--- config.mk ---
export PLATFORM = sky130hd
export DESIGN_NAME = wheel_speed_period_averager_flat
export DESIGN_NICKNAME = d
export VERILOG_FILES = /design/src/design/wspa_pkg.sv /design/src/design/wspa_if.sv /design/src/design/wspa_div.sv /design/src/design/wspa_datapath.sv /design/src/design/wspa_ctrl.sv /design/src/design/wheel_speed_period_averager.sv /design/src/flat_wrapper.sv
export SDC_FILE = /design/constraint.sdc
export NUM_CORES = 2
export LEC_CHECK = 0
export ABC_AREA = 1
export BUFFER_PORTS_ARGS = -buffer_cell sky130_fd_sc_hd__buf_2
export CORE_ASPECT_RATIO = 1.4
export CORE_MARGIN = 5
export CORE_UTILIZATION = 50
export CTS_CLUSTER_DIAMETER = 40
export CTS_CLUSTER_SIZE = 40
export DETAILED_ROUTE_END_ITERATION = 6
export GPL_TIMING_DRIVEN = 0
export HOLD_SLACK_MARGIN = 0.1
export PLACE_DENSITY = 0.66
export SLEW_MARGIN = 20
export SYNTH_ARGS = -nofsm -noshare
export SYNTH_HDL_FRONTEND = slang
export SYNTH_HIERARCHICAL = 1
export SYNTH_SLANG_ARGS = --single-unit
export TNS_END_PERCENT = 50
--- constraint.sdc ---
create_clock -name clk_i -period 6.6 [get_ports clk_i]
set_clock_uncertainty 0.15 [all_clocks]
set_input_delay 0.33 -clock clk_i [delete_from_list [all_inputs] [get_ports clk_i]]
set_output_delay 0.33 -clock clk_i [all_outputs]
set_load 0.01 [all_outputs]
--- src/design/wspa_pkg.sv ---
// ----------------------------------------------------------------------------
// wspa_pkg: shared definitions for the wheel speed period averager
// Widths, reset values, register indexes and controller/datapath structs.
// ----------------------------------------------------------------------------
package wspa_pkg;

  // Field widths
  localparam int SPEED_W   = 25;
  localparam int ELAPSED_W = 16;
  localparam int TICK_W    = 8;

  // Configuration port
  localparam int CFG_IDX_W  = 1;
  localparam int CFG_DATA_W = 25;

  typedef enum logic [CFG_IDX_W-1:0] {
    REG_DIST    = 1'b0,
    REG_TIMEOUT = 1'b1
  } cfg_reg_e;

  localparam logic [SPEED_W-1:0]   DIST_RESET    = 25'd20588724;
  localparam logic [ELAPSED_W-1:0] TIMEOUT_RESET = 16'd1000;
  localparam logic [ELAPSED_W-1:0] ELAPSED_MAX   = '1;

  // Speed history ring
  localparam int RING_DEPTH = 10;
  localparam int SLOT_W     = (RING_DEPTH > 1) ? $clog2(RING_DEPTH) : 1;
  localparam int CNT_W      = $clog2(RING_DEPTH + 1);
  localparam int SUM_W      = SPEED_W + $clog2(RING_DEPTH);

  // Ring average: sum times a rounded-up scaled reciprocal of the depth.
  // The extra clog2(depth) bits of scale keep the floor exact for any sum.
  localparam int              AVG_SHIFT      = SUM_W + $clog2(RING_DEPTH);
  localparam int              RECIP_W        = SUM_W + 1;
  localparam int              PROD_W         = SUM_W + RECIP_W;
  localparam longint unsigned AVG_RECIP_FULL =
      ((64'd1 << AVG_SHIFT) + 64'(RING_DEPTH) - 64'd1) / 64'(RING_DEPTH);
  localparam logic [RECIP_W-1:0] AVG_RECIP   = RECIP_W'(AVG_RECIP_FULL);

  // Serial divider: distance by elapsed time
  localparam int DIV_W     = SPEED_W;
  localparam int DIV_CNT_W = $clog2(DIV_W + 1);

  // Commands from the controller to the datapath
  typedef struct packed {
    logic in_load;        // capture the accepted beat
    logic tick_do;        // advance elapsed time, check timeout
    logic div_spd_start;  // distance / elapsed
    logic ring_wr;        // store quotient in the ring, clear elapsed
    logic sum_start;      // begin walking the ring
    logic div_avg_start;  // ring sum / depth
    logic avg_load;       // quotient becomes the current speed
    logic out_load;       // load the result register
  } ctrl_cmd_t;

  // Status from the datapath to the controller
  typedef struct packed {
    logic is_tick;
    logic is_falling;
    logic elapsed_zero;
    logic div_busy;
    logic sum_done;
  } dp_status_t;

endpackage

--- src/design/wspa_if.sv ---
// ----------------------------------------------------------------------------
// wspa_if: valid/ready channels of the wheel speed period averager
// Input event channel, result channel and configuration write channel.
// ----------------------------------------------------------------------------
interface wspa_in_if;
  import wspa_pkg::*;

  logic              valid;
  logic              ready;
  logic              operation;
  logic              pin_level;
  logic [TICK_W-1:0] tick_ms;

  modport source (output valid, output operation, output pin_level, output tick_ms,
                  input ready);
  modport sink   (input valid, input operation, input pin_level, input tick_ms,
                  output ready);
endinterface

interface wspa_out_if;
  import wspa_pkg::*;

  logic               valid;
  logic               ready;
  logic [SPEED_W-1:0] speed;
  logic               too_fast;
  logic               stopped;

  modport source (output valid, output speed, output too_fast, output stopped,
                  input ready);
  modport sink   (input valid, input speed, input too_fast, input stopped,
                  output ready);
endinterface

interface wspa_cfg_if;
  import wspa_pkg::*;

  logic                  valid;
  logic                  ready;
  logic [CFG_IDX_W-1:0]  reg_idx;
  logic [CFG_DATA_W-1:0] wdata;

  modport source (output valid, output reg_idx, output wdata, input ready);
  modport sink   (input valid, input reg_idx, input wdata, output ready);
endinterface

--- src/design/wspa_div.sv ---
// ----------------------------------------------------------------------------
// wspa_div: restoring serial divider
// One quotient bit per cycle; busy while running.
// ----------------------------------------------------------------------------
module wspa_div (
  input  logic                           clk_i,
  input  logic                           rst_ni,
  input  logic                           start_i,
  input  logic [wspa_pkg::DIV_W-1:0]     dividend_i,
  input  logic [wspa_pkg::ELAPSED_W-1:0] divisor_i,
  output logic                           busy_o,
  output logic [wspa_pkg::DIV_W-1:0]     quotient_o
);
  import wspa_pkg::*;

  logic                 busy_q;
  logic [DIV_CNT_W-1:0] cnt_q;
  logic [ELAPSED_W-1:0] rem_q;
  logic [DIV_W-1:0]     quo_q;
  logic [ELAPSED_W-1:0] dvs_q;

  logic [ELAPSED_W:0]   trial;
  logic [ELAPSED_W:0]   diff;
  logic                 ge;

  // Trial subtract of the shifted remainder
  always_comb begin
    trial = {rem_q, quo_q[DIV_W-1]};
    diff  = trial - {1'b0, dvs_q};
    ge    = (trial >= {1'b0, dvs_q});
  end

  // Iteration control
  always_ff @(posedge clk_i or negedge rst_ni) begin
    if (!rst_ni) begin
      busy_q <= 1'b0;
      cnt_q  <= '0;
    end else if (start_i) begin
      busy_q <= 1'b1;
      cnt_q  <= DIV_CNT_W'(DIV_W);
    end else if (busy_q) begin
      cnt_q <= cnt_q - 1'b1;
      if (cnt_q == DIV_CNT_W'(1)) begin
        busy_q <= 1'b0;
      end
    end
  end

  // Remainder and dividend/quotient shift register
  always_ff @(posedge clk_i) begin
    if (start_i) begin
      rem_q <= '0;
      quo_q <= dividend_i;
      dvs_q <= divisor_i;
    end else if (busy_q) begin
      rem_q <= ge ? diff[ELAPSED_W-1:0] : trial[ELAPSED_W-1:0];
      quo_q <= {quo_q[DIV_W-2:0], ge};
    end
  end

  assign busy_o     = busy_q;
  assign quotient_o = quo_q;

endmodule

--- src/design/wspa_datapath.sv ---
// ----------------------------------------------------------------------------
// wspa_datapath: elapsed timer, speed ring, ring sum and result register
// Holds configuration, runs the divider and walks the ring memory.
// ----------------------------------------------------------------------------
module wspa_datapath (
  input  logic                            clk_i,
  input  logic                            rst_ni,
  input  wspa_pkg::ctrl_cmd_t             cmd_i,
  output wspa_pkg::dp_status_t            status_o,
  input  logic                            in_operation_i,
  input  logic                            in_pin_level_i,
  input  logic [wspa_pkg::TICK_W-1:0]     in_tick_ms_i,
  input  logic                            cfg_valid_i,
  input  logic [wspa_pkg::CFG_IDX_W-1:0]  cfg_reg_idx_i,
  input  logic [wspa_pkg::CFG_DATA_W-1:0] cfg_wdata_i,
  output logic [wspa_pkg::SPEED_W-1:0]    speed_o,
  output logic                            too_fast_o,
  output logic                            stopped_o
);
  import wspa_pkg::*;

  // Configuration
  logic [SPEED_W-1:0]   dist_q;
  logic [ELAPSED_W-1:0] timeout_q;

  // Captured beat
  logic                 op_q;
  logic                 pin_q;
  logic [TICK_W-1:0]    tick_q;
  logic                 too_fast_q;

  // Measurement state
  logic [ELAPSED_W-1:0] elapsed_q;
  logic [SPEED_W-1:0]   cur_speed_q;
  logic [SLOT_W-1:0]    slot_q;

  // Ring memory with per-entry valid bits
  logic [SPEED_W-1:0]    ring_mem [RING_DEPTH];
  logic [RING_DEPTH-1:0] ring_vld_q;
  logic [SPEED_W-1:0]    rd_data_q;
  logic                  rd_vld_q;
  logic                  sum_busy_q;
  logic [CNT_W-1:0]      sum_cnt_q;
  logic [SUM_W-1:0]      acc_q;
  logic                  rd_issue;
  logic [SLOT_W-1:0]     rd_addr;

  // Ring average
  logic [PROD_W-1:0]     avg_prod;
  logic [SPEED_W-1:0]    avg_q;

  // Result register payload
  logic [SPEED_W-1:0]    out_speed_q;
  logic                  out_too_fast_q;
  logic                  out_stopped_q;

  // Divider hookup
  logic                  div_start;
  logic [DIV_W-1:0]      div_dividend;
  logic [ELAPSED_W-1:0]  div_divisor;
  logic                  div_busy;
  logic [DIV_W-1:0]      div_quo;

  logic [ELAPSED_W:0]    elapsed_sum;
  logic [ELAPSED_W-1:0]  elapsed_sat;

  // Saturating elapsed-time add
  always_comb begin
    elapsed_sum = {1'b0, elapsed_q} + (ELAPSED_W+1)'(tick_q);
    elapsed_sat = elapsed_sum[ELAPSED_W] ? ELAPSED_MAX : elapsed_sum[ELAPSED_W-1:0];
  end

  // Divider operands: pulse period
  always_comb begin
    div_start    = cmd_i.div_spd_start;
    div_dividend = DIV_W'(dist_q);
    div_divisor  = elapsed_q;
  end

  wspa_div u_div (
    .clk_i      (clk_i),
    .rst_ni     (rst_ni),
    .start_i    (div_start),
    .dividend_i (div_dividend),
    .divisor_i  (div_divisor),
    .busy_o     (div_busy),
    .quotient_o (div_quo)
  );

  // Configuration registers
  always_ff @(posedge clk_i or negedge rst_ni) begin
    if (!rst_ni) begin
      dist_q    <= DIST_RESET;
      timeout_q <= TIMEOUT_RESET;
    end else if (cfg_valid_i) begin
      case (cfg_reg_idx_i)
        REG_DIST:    dist_q    <= cfg_wdata_i[SPEED_W-1:0];
        REG_TIMEOUT: timeout_q <= cfg_wdata_i[ELAPSED_W-1:0];
        default: ;
      endcase
    end
  end

  // Beat capture; too_fast marks a falling edge that arrives with elapsed at zero
  always_ff @(posedge clk_i) begin
    if (cmd_i.in_load) begin
      op_q       <= in_operation_i;
      pin_q      <= in_pin_level_i;
      tick_q     <= in_tick_ms_i;
      too_fast_q <= in_operation_i & ~in_pin_level_i & (elapsed_q == '0);
    end
  end

  // Elapsed time, current speed, write slot
  always_ff @(posedge clk_i or negedge rst_ni) begin
    if (!rst_ni) begin
      elapsed_q   <= '0;
      cur_speed_q <= '0;
      slot_q      <= '0;
    end else begin
      if (cmd_i.tick_do) begin
        elapsed_q <= elapsed_sat;
        if (elapsed_sat > timeout_q) begin
          cur_speed_q <= '0;
        end
      end
      if (cmd_i.ring_wr) begin
        elapsed_q <= '0;
        slot_q    <= (slot_q == SLOT_W'(RING_DEPTH - 1)) ? '0 : slot_q + 1'b1;
      end
      if (cmd_i.avg_load) begin
        cur_speed_q <= avg_q;
      end
    end
  end

  // Ring write and valid bits
  always_ff @(posedge clk_i) begin
    if (cmd_i.ring_wr) begin
      ring_mem[slot_q] <= div_quo[SPEED_W-1:0];
    end
  end

  always_ff @(posedge clk_i or negedge rst_ni) begin
    if (!rst_ni) begin
      ring_vld_q <= '0;
    end else if (cmd_i.ring_wr) begin
      ring_vld_q[slot_q] <= 1'b1;
    end
  end

  // Ring walk: one read per cycle, registered data
  assign rd_issue = sum_busy_q && (sum_cnt_q < CNT_W'(RING_DEPTH));
  assign rd_addr  = sum_cnt_q[SLOT_W-1:0];

  always_ff @(posedge clk_i) begin
    if (rd_issue) begin
      rd_data_q <= ring_vld_q[rd_addr] ? ring_mem[rd_addr] : '0;
    end
  end

  always_ff @(posedge clk_i or negedge rst_ni) begin
    if (!rst_ni) begin
      sum_busy_q <= 1'b0;
      rd_vld_q   <= 1'b0;
      sum_cnt_q  <= '0;
    end else begin
      rd_vld_q <= rd_issue;
      if (cmd_i.sum_start) begin
        sum_busy_q <= 1'b1;
        sum_cnt_q  <= '0;
      end else if (cmd_i.div_avg_start) begin
        sum_busy_q <= 1'b0;
      end else if (rd_issue) begin
        sum_cnt_q <= sum_cnt_q + 1'b1;
      end
    end
  end

  // Accumulate read data
  always_ff @(posedge clk_i) begin
    if (cmd_i.sum_start) begin
      acc_q <= '0;
    end else if (rd_vld_q) begin
      acc_q <= acc_q + SUM_W'(rd_data_q);
    end
  end

  // Ring average: sum times scaled reciprocal, one registered multiply
  assign avg_prod = PROD_W'(acc_q) * PROD_W'(AVG_RECIP);

  always_ff @(posedge clk_i) begin
    if (cmd_i.div_avg_start) begin
      avg_q <= avg_prod[AVG_SHIFT +: SPEED_W];
    end
  end

  // Result register
  always_ff @(posedge clk_i) begin
    if (cmd_i.out_load) begin
      out_speed_q    <= cur_speed_q;
      out_too_fast_q <= too_fast_q;
      out_stopped_q  <= (elapsed_q > timeout_q);
    end
  end

  // Status to the controller
  always_comb begin
    status_o.is_tick      = ~op_q;
    status_o.is_falling   = op_q & ~pin_q;
    status_o.elapsed_zero = (elapsed_q == '0);
    status_o.div_busy     = div_busy;
    status_o.sum_done     = sum_busy_q && (sum_cnt_q == CNT_W'(RING_DEPTH)) && !rd_vld_q;
  end

  assign speed_o    = out_speed_q;
  assign too_fast_o = out_too_fast_q;
  assign stopped_o  = out_stopped_q;

endmodule

--- src/design/wspa_ctrl.sv ---
// ----------------------------------------------------------------------------
// wspa_ctrl: sequencing state machine
// Accepts one beat; ticks update elapsed time, pin changes run divide (falling
// edge, nonzero elapsed), ring walk and average; then loads the output register.
// ----------------------------------------------------------------------------
module wspa_ctrl (
  input  logic                 clk_i,
  input  logic                 rst_ni,
  input  logic                 in_valid_i,
  output logic                 in_ready_o,
  output logic                 out_valid_o,
  input  logic                 out_ready_i,
  input  wspa_pkg::dp_status_t status_i,
  output wspa_pkg::ctrl_cmd_t  cmd_o
);
  import wspa_pkg::*;

  localparam logic [2:0] S_IDLE    = 3'd0;
  localparam logic [2:0] S_DECODE  = 3'd1;
  localparam logic [2:0] S_DIV_SPD = 3'd2;
  localparam logic [2:0] S_SUM     = 3'd3;
  localparam logic [2:0] S_DIV_AVG = 3'd4;
  localparam logic [2:0] S_DONE    = 3'd5;

  logic [2:0] state_q, state_d;
  logic       out_valid_q, out_valid_d;
  logic       out_free;

  assign out_free = !out_valid_q || out_ready_i;

  // Next state and commands
  always_comb begin
    state_d    = state_q;
    cmd_o      = '0;
    in_ready_o = 1'b0;
    case (state_q)
      S_IDLE: begin
        in_ready_o = 1'b1;
        if (in_valid_i) begin
          cmd_o.in_load = 1'b1;
          state_d       = S_DECODE;
        end
      end
      S_DECODE: begin
        if (status_i.is_tick) begin
          cmd_o.tick_do = 1'b1;
          state_d       = S_DONE;
        end else if (status_i.is_falling && !status_i.elapsed_zero) begin
          cmd_o.div_spd_start = 1'b1;
          state_d             = S_DIV_SPD;
        end else begin
          cmd_o.sum_start = 1'b1;
          state_d         = S_SUM;
        end
      end
      S_DIV_SPD: begin
        if (!status_i.div_busy) begin
          cmd_o.ring_wr   = 1'b1;
          cmd_o.sum_start = 1'b1;
          state_d         = S_SUM;
        end
      end
      S_SUM: begin
        if (status_i.sum_done) begin
          cmd_o.div_avg_start = 1'b1;
          state_d             = S_DIV_AVG;
        end
      end
      S_DIV_AVG: begin
        if (!status_i.div_busy) begin
          cmd_o.avg_load = 1'b1;
          state_d        = S_DONE;
        end
      end
      S_DONE: begin
        if (out_free) begin
          cmd_o.out_load = 1'b1;
          state_d        = S_IDLE;
        end
      end
      default: begin
        state_d = S_IDLE;
      end
    endcase
  end

  // Result register valid
  always_comb begin
    out_valid_d = out_valid_q;
    if (out_valid_q && out_ready_i) begin
      out_valid_d = 1'b0;
    end
    if (cmd_o.out_load) begin
      out_valid_d = 1'b1;
    end
  end

  always_ff @(posedge clk_i or negedge rst_ni) begin
    if (!rst_ni) begin
      state_q     <= S_IDLE;
      out_valid_q <= 1'b0;
    end else begin
      state_q     <= state_d;
      out_valid_q <= out_valid_d;
    end
  end

  assign out_valid_o = out_valid_q;

endmodule

--- src/design/wheel_speed_period_averager.sv ---
// ----------------------------------------------------------------------------
// wheel_speed_period_averager: pulse-period wheel speed with moving average
// Timer ticks accumulate elapsed ms; sensor falling edges with nonzero elapsed
// store distance / elapsed in a ring; every pin change re-averages the ring.
// ----------------------------------------------------------------------------
//  channel  dir  handshake       payload
//  in_i     in   valid / ready   operation, pin_level, tick_ms
//  out_o    out  valid / ready   speed (Q9.16 mm/ms), too_fast, stopped
//  cfg_i    in   valid / ready   reg_idx, wdata (always ready)
//
//  One beat in flight at a time. A tick updates the elapsed time and skips
//  the ring. A pin change walks the ring and re-averages it; a falling edge
//  that stores a speed first runs the serial divider. The divider runs one
//  bit per cycle, the ring is read one entry per cycle and the average is
//  one registered reciprocal multiply.
//  A new beat is accepted while the previous result still waits in out_o.
//  Reset is asynchronous; the ring reads as zero until written.
// ----------------------------------------------------------------------------
module wheel_speed_period_averager (
  input  logic       clk_i,
  input  logic       rst_ni,
  wspa_in_if.sink    in_i,
  wspa_out_if.source out_o,
  wspa_cfg_if.sink   cfg_i
);
  import wspa_pkg::*;

  ctrl_cmd_t  cmd;
  dp_status_t status;
  logic       in_ready;
  logic       out_valid;

  // Controller
  wspa_ctrl u_ctrl (
    .clk_i       (clk_i),
    .rst_ni      (rst_ni),
    .in_valid_i  (in_i.valid),
    .in_ready_o  (in_ready),
    .out_valid_o (out_valid),
    .out_ready_i (out_o.ready),
    .status_i    (status),
    .cmd_o       (cmd)
  );

  // Datapath
  wspa_datapath u_dp (
    .clk_i          (clk_i),
    .rst_ni         (rst_ni),
    .cmd_i          (cmd),
    .status_o       (status),
    .in_operation_i (in_i.operation),
    .in_pin_level_i (in_i.pin_level),
    .in_tick_ms_i   (in_i.tick_ms),
    .cfg_valid_i    (cfg_i.valid),
    .cfg_reg_idx_i  (cfg_i.reg_idx),
    .cfg_wdata_i    (cfg_i.wdata),
    .speed_o        (out_o.speed),
    .too_fast_o     (out_o.too_fast),
    .stopped_o      (out_o.stopped)
  );

  assign in_i.ready  = in_ready;
  assign out_o.valid = out_valid;
  assign cfg_i.ready = 1'b1;

  // Accepted beat blocks the input until its result is staged
  a_busy_after_accept: assert property (@(posedge clk_i) disable iff (!rst_ni)
    (in_i.valid && in_ready) |=> !in_ready)
    else $error("input accepted while a beat is in flight");

  // Result register is never overwritten while a result waits
  a_no_result_overwrite: assert property (@(posedge clk_i) disable iff (!rst_ni)
    cmd.out_load |-> (!out_valid || out_o.ready))
    else $error("result register overwritten");

  // Divider is only started when idle
  a_div_start_idle: assert property (@(posedge clk_i) disable iff (!rst_ni)
    (cmd.div_spd_start || cmd.div_avg_start) |-> !status.div_busy)
    else $error("divider restarted while busy");

  // Sequencing commands other than ring_wr and sum_start are mutually exclusive
  a_cmd_exclusive: assert property (@(posedge clk_i) disable iff (!rst_ni)
    $onehot0({cmd.in_load, cmd.tick_do, cmd.div_spd_start, cmd.div_avg_start,
              cmd.avg_load, cmd.out_load}))
    else $error("conflicting datapath commands");

endmodule

--- src/flat_wrapper.sv ---
// flat-port wrapper written by rule: the top's interface ports become plain ports
module wheel_speed_period_averager_flat import wspa_pkg::*;
  (clk_i, rst_ni, in_i_valid, in_i_operation, in_i_pin_level, in_i_tick_ms, in_i_ready, out_o_valid, out_o_speed, out_o_too_fast, out_o_stopped, out_o_ready, cfg_i_valid, cfg_i_reg_idx, cfg_i_wdata, cfg_i_ready);
  wspa_in_if in_i_i ();
  wspa_out_if out_o_i ();
  wspa_cfg_if cfg_i_i ();
  input  logic clk_i;
  input  logic rst_ni;
  input wire logic [$bits(in_i_i.valid)-1:0] in_i_valid;
  input wire logic [$bits(in_i_i.operation)-1:0] in_i_operation;
  input wire logic [$bits(in_i_i.pin_level)-1:0] in_i_pin_level;
  input wire logic [$bits(in_i_i.tick_ms)-1:0] in_i_tick_ms;
  output wire logic [$bits(in_i_i.ready)-1:0] in_i_ready;
  output wire logic [$bits(out_o_i.valid)-1:0] out_o_valid;
  output wire logic [$bits(out_o_i.speed)-1:0] out_o_speed;
  output wire logic [$bits(out_o_i.too_fast)-1:0] out_o_too_fast;
  output wire logic [$bits(out_o_i.stopped)-1:0] out_o_stopped;
  input wire logic [$bits(out_o_i.ready)-1:0] out_o_ready;
  input wire logic [$bits(cfg_i_i.valid)-1:0] cfg_i_valid;
  input wire logic [$bits(cfg_i_i.reg_idx)-1:0] cfg_i_reg_idx;
  input wire logic [$bits(cfg_i_i.wdata)-1:0] cfg_i_wdata;
  output wire logic [$bits(cfg_i_i.ready)-1:0] cfg_i_ready;
  assign in_i_i.valid = in_i_valid;
  assign in_i_i.operation = in_i_operation;
  assign in_i_i.pin_level = in_i_pin_level;
  assign in_i_i.tick_ms = in_i_tick_ms;
  assign in_i_ready = in_i_i.ready;
  assign out_o_valid = out_o_i.valid;
  assign out_o_speed = out_o_i.speed;
  assign out_o_too_fast = out_o_i.too_fast;
  assign out_o_stopped = out_o_i.stopped;
  assign out_o_i.ready = out_o_ready;
  assign cfg_i_i.valid = cfg_i_valid;
  assign cfg_i_i.reg_idx = cfg_i_reg_idx;
  assign cfg_i_i.wdata = cfg_i_wdata;
  assign cfg_i_ready = cfg_i_i.ready;
  wheel_speed_period_averager u_core (.clk_i(clk_i), .rst_ni(rst_ni), .in_i(in_i_i), .out_o(out_o_i), .cfg_i(cfg_i_i));
endmodule
==> summary.md <==
| Metric | Value |
|---|---|
| First-pass GRT wire length | `172400 um` |
| Worst-Skew Late Latency | `670 ps` |
| Max Fclk | `156.0 MHz` |
| Routed wl met2 | `57420 um` |
| Slew headroom | `43.47%` |
| Max-cap violations | `0` |
| M1 wire length | `41180 um` |
| GRT Overall Usage | `25.84%` |
| Initial antenna violation count | `1` |
| Antenna diodes | `0` |
| Die Wd | `248.5 um` |
| Synthesized area | `39830 sq um` |
| Xor and xnor area share after synthesis | `1.121%` |
| Synth Instances | `4343` |
| Seq. cell area | `15160 sq um` |
| Slew Limit Fails | `0` |
| Core area | `79070 sq um` |
| Vias | `29.87k` |
| DR pass1 iterations | `5` |
| ANT nets after route | `0` |
| DRC Markers | `0` |
| DR WL/cell | `19.62 um` |
| Hold Crit Class | `in2async` |
| Crit path launch | `u_core/u_dp/acc_q[10]` |
| Final setup vio count | `0` |
| Measured slew at the worst slew-check pin | `847.0 ps` |
| CTS tree | `done` |
| DR top layer | `met4` |
| Status | `completed` |
| Crit Path Max Fanout | `7` |
| Critical Path RT | `6790 ps` |
| Clock root cell | `clkbuf_16` |
| Placed cell area | `41870 sq um` |
| Ratio of cells with drive above 1 in the final layout | `9.273%` |
| CP endpoint kind | `flop` |
| FP Rows | `122` |
| CTS Buf Count | `60` |
| Initial Util | `50.37%` |
| Synthesized net count | `5063` |
| RePlAce Congestion | `0.9708` |
| Compound-cell area share of the yosys netlist | `6.060%` |
| Iteration-0 DRC Markers | `1949` |
| Synth Warn # | `6` |
| CTS Buffer Depth | `3` |
| Fillers | `7140` |
| # port buffers | `69` |
| Die ar. | `85490 sq um` |
| Syn_area_per_cell | `9.171 sq um` |
| Synth cell types | `57` |
| CTS H-tree lvls | `2` |
| Final Instance Area | `44550 sq um` |
| Pin count of the biggest net entering global routing | `63` |
| Multiplexer area fraction after synthesis | `0.2544%` |
| Arrival @ worst endpoint | `6600 ps` |
| Register bit total from synthesis | `536` |
| Post-synthesis sequential area ratio | `37.92%` |
| Placed wire-length estimate | `88460 um` |
| Layout overhead on the synthesized area | `11.86%` |
| Worst reg2reg setup slack | `190 ps` |
| Simple-gate share of the synthesized area | `17.73%` |
| Remaining Overflow, GRT | `0` |
| Vias per std cell | `5.299` |
| Met3 wire len | `4762 um` |
| Fin nets | `5252` |
| Height of the die | `344.0 um` |
| Unrepaired setup endpoints after global routing | `true` |
| Adder-cell share of the synthesized area | `27.23%` |
| Worst Path Class, Setup | `reg2reg` |
| WL final | `110600 um` |
| Final hold viol count | `0` |
| Post-CTS setup buffer count | `0` |
| Multi-input logic area | `21080 sq um` |
| Vias in the first global route | `30.99k` |
| Final period util | `97.14%` |
| Reg clk slew, reported paths | `70 ps` |
| Clock sinks | `536` |
| CP Launch Type | `flop` |
| Main combinational cell family by area after synthesis | `adder cells` |
| Tmin final | `6411 ps` |
| I/O pin cnt | `71` |
| Worst flop-to-flop path startpoint | `u_core/u_dp/acc_q[10]` |
[sequential cells by signal (all words and copies together) (netlist names), 25 cells and up]
| name | flops |
|---|---|
| u_core/u_dp/acc_q | 29 |
| u_core/u_dp/rd_data_q | 25 |
| u_core/u_dp/u_div/quotient_o | 25 |
| u_core/u_dp/avg_q | 25 |
| u_core/u_dp/cur_speed_q | 25 |
| u_core/u_dp/dist_q | 25 |
| u_core/u_dp/ring_mem | 250 |
| u_core/u_dp/speed_o | 25 |
[cells by family after synthesis]
family | Yosys count
AOI/OAI and AO/OA | 432
xor gates and xnor gates | 51
adders and majority gates | 679
buffers and inverters | 982
DFF | 536
muxes | 9
other | 1
and+or+nand+nor | 1653
[metal layers]
metal / global-route usage, % / vias up
met1: 28.94 / 14390
met5: 0 / -
met3: 2.783 / 338
met2: 48.17 / 891
li1: - / 14253
met4: 14.21 / 0
[final cells by class]
type / count / area share, %
multi-input cells: 2825 / 47.32
flip-flops and latches: 536 / 34.03
inverters: 894 / 7.532
clock buffers: 65 / 3.412
well taps: 1054 / 2.960
repair buffers: 127 / 2.342
clock inverters: 48 / 1.289
plain buffers: 88 / 1.115
[Yosys cell counts, drive strengths merged]
master  instances  area, sq um
edfxtp        379        11380
clkinv          4        15.01
a21o           12        90.09
nand4          60        375.4
o21bai         12        90.09
xnor2          12        105.1
buf            51        357.8
conb            1        3.750
nand3b          9        67.56
inv           890         3341
o21ba           1        10.01
a211oi          3        22.52
dfxtp          45        900.9
ha            366         4579
and2            3        18.77
a22o            2        17.52
and3b           1        8.760
o221ai          4        35.03
o22ai           2        26.28
nor3           34        216.5
or2            20        125.1
nand2        1003         3817
dfrtp          95         2377
o21a            9        67.56
o21ai         181        913.4
nor2          283         1132
o211ai          3        22.52
nor3b           1        7.510
a31oi           3        18.77
xor2           39        341.6
a211o           1        8.760
a21oi         176        892.1
nor4            7        56.30
o32ai          21        183.9
fa            313         6266
clkbuf         37        138.9
dfstp          17        446.7
mux2            9        101.4
a21boi          2        15.01
nand3         232         1236
[repair_timing]
action / 4_1_cts / 5_1_grt
hold buffers: 41 / 0
endpoints found under the setup margin: 19 / 25
gates resized for setup: 18 / 48
endpoints found under the hold margin: 151 / 0
pin swaps: 0 / 0
[placed cells by master (no fill, tap or decap), drive strengths merged, types with 4 or more instances in the layout]
cell,count
nor2,283
a21oi,176
o21bai,12
o32ai,21
a21o,12
edfxtp,379
nor3,34
nor4,7
clkinv,21
dfstp,17
xnor2,12
mux2,9
buf,137
nand3,232
o21ai,181
dfrtp,95
or2,20
xor2,39
inv,917
nand2,1003
ha,366
o21a,9
nand3b,9
o221ai,4
dfxtp,45
nand4,60
clkbuf,102
fa,313
dlygate4sd3,41
[worst max-delay path, stage by stage (launching register included)]
cell	delay (ps)
dfxtp_4	410
ha_1	400
inv_1	180
fa_1	510
inv_1	60
fa_1	540
fa_1	450
fa_1	510
fa_1	500
inv_1	60
fa_1	660
inv_1	70
ha_1	330
nand2_1	180
inv_1	80
a21oi_1	250
a21boi_2	290
nand3_2	170
nand2_1	130
nand3b_1	80
nand2_1	60
nand2_1	70
[path summary, 6_finish.rpt]
check | endpoint | cells after the start
min in group clk_i | u_core/u_dp/tick_q[3] | 2
worst min-delay path | u_core/u_dp/div_divisor[2] | 2
worst max-delay path | u_core/u_dp/avg_q[24] | 21
worst max register to register | u_core/u_dp/avg_q[24] | 21
max in group asynchronous | u_core/u_dp/dist_q[20] | 3
worst min register to register | u_core/u_dp/too_fast_o | 0
[stage by stage]
stage          setup TNS [ps]  util (%)  worst slack (ps)  hold slack, ps  std cells
2_1_floorplan               0         -             883.6          -115.6       4343
3_3_place_gp           -37000     52.48             -1413           260.3       5466
3_5_place_dp            -2562     52.95            -522.1           211.0       5483
4_1_cts                     0     56.17             15.83           106.8       5637
5_1_grt                -8.607     56.35            -8.607           170.0       5637
6_report                    0     56.35             188.5           128.5       5637
Power is left out: the tool's default activity adds up to more than one toggle a clock period on the data nets, which glitch-free logic cannot reach.
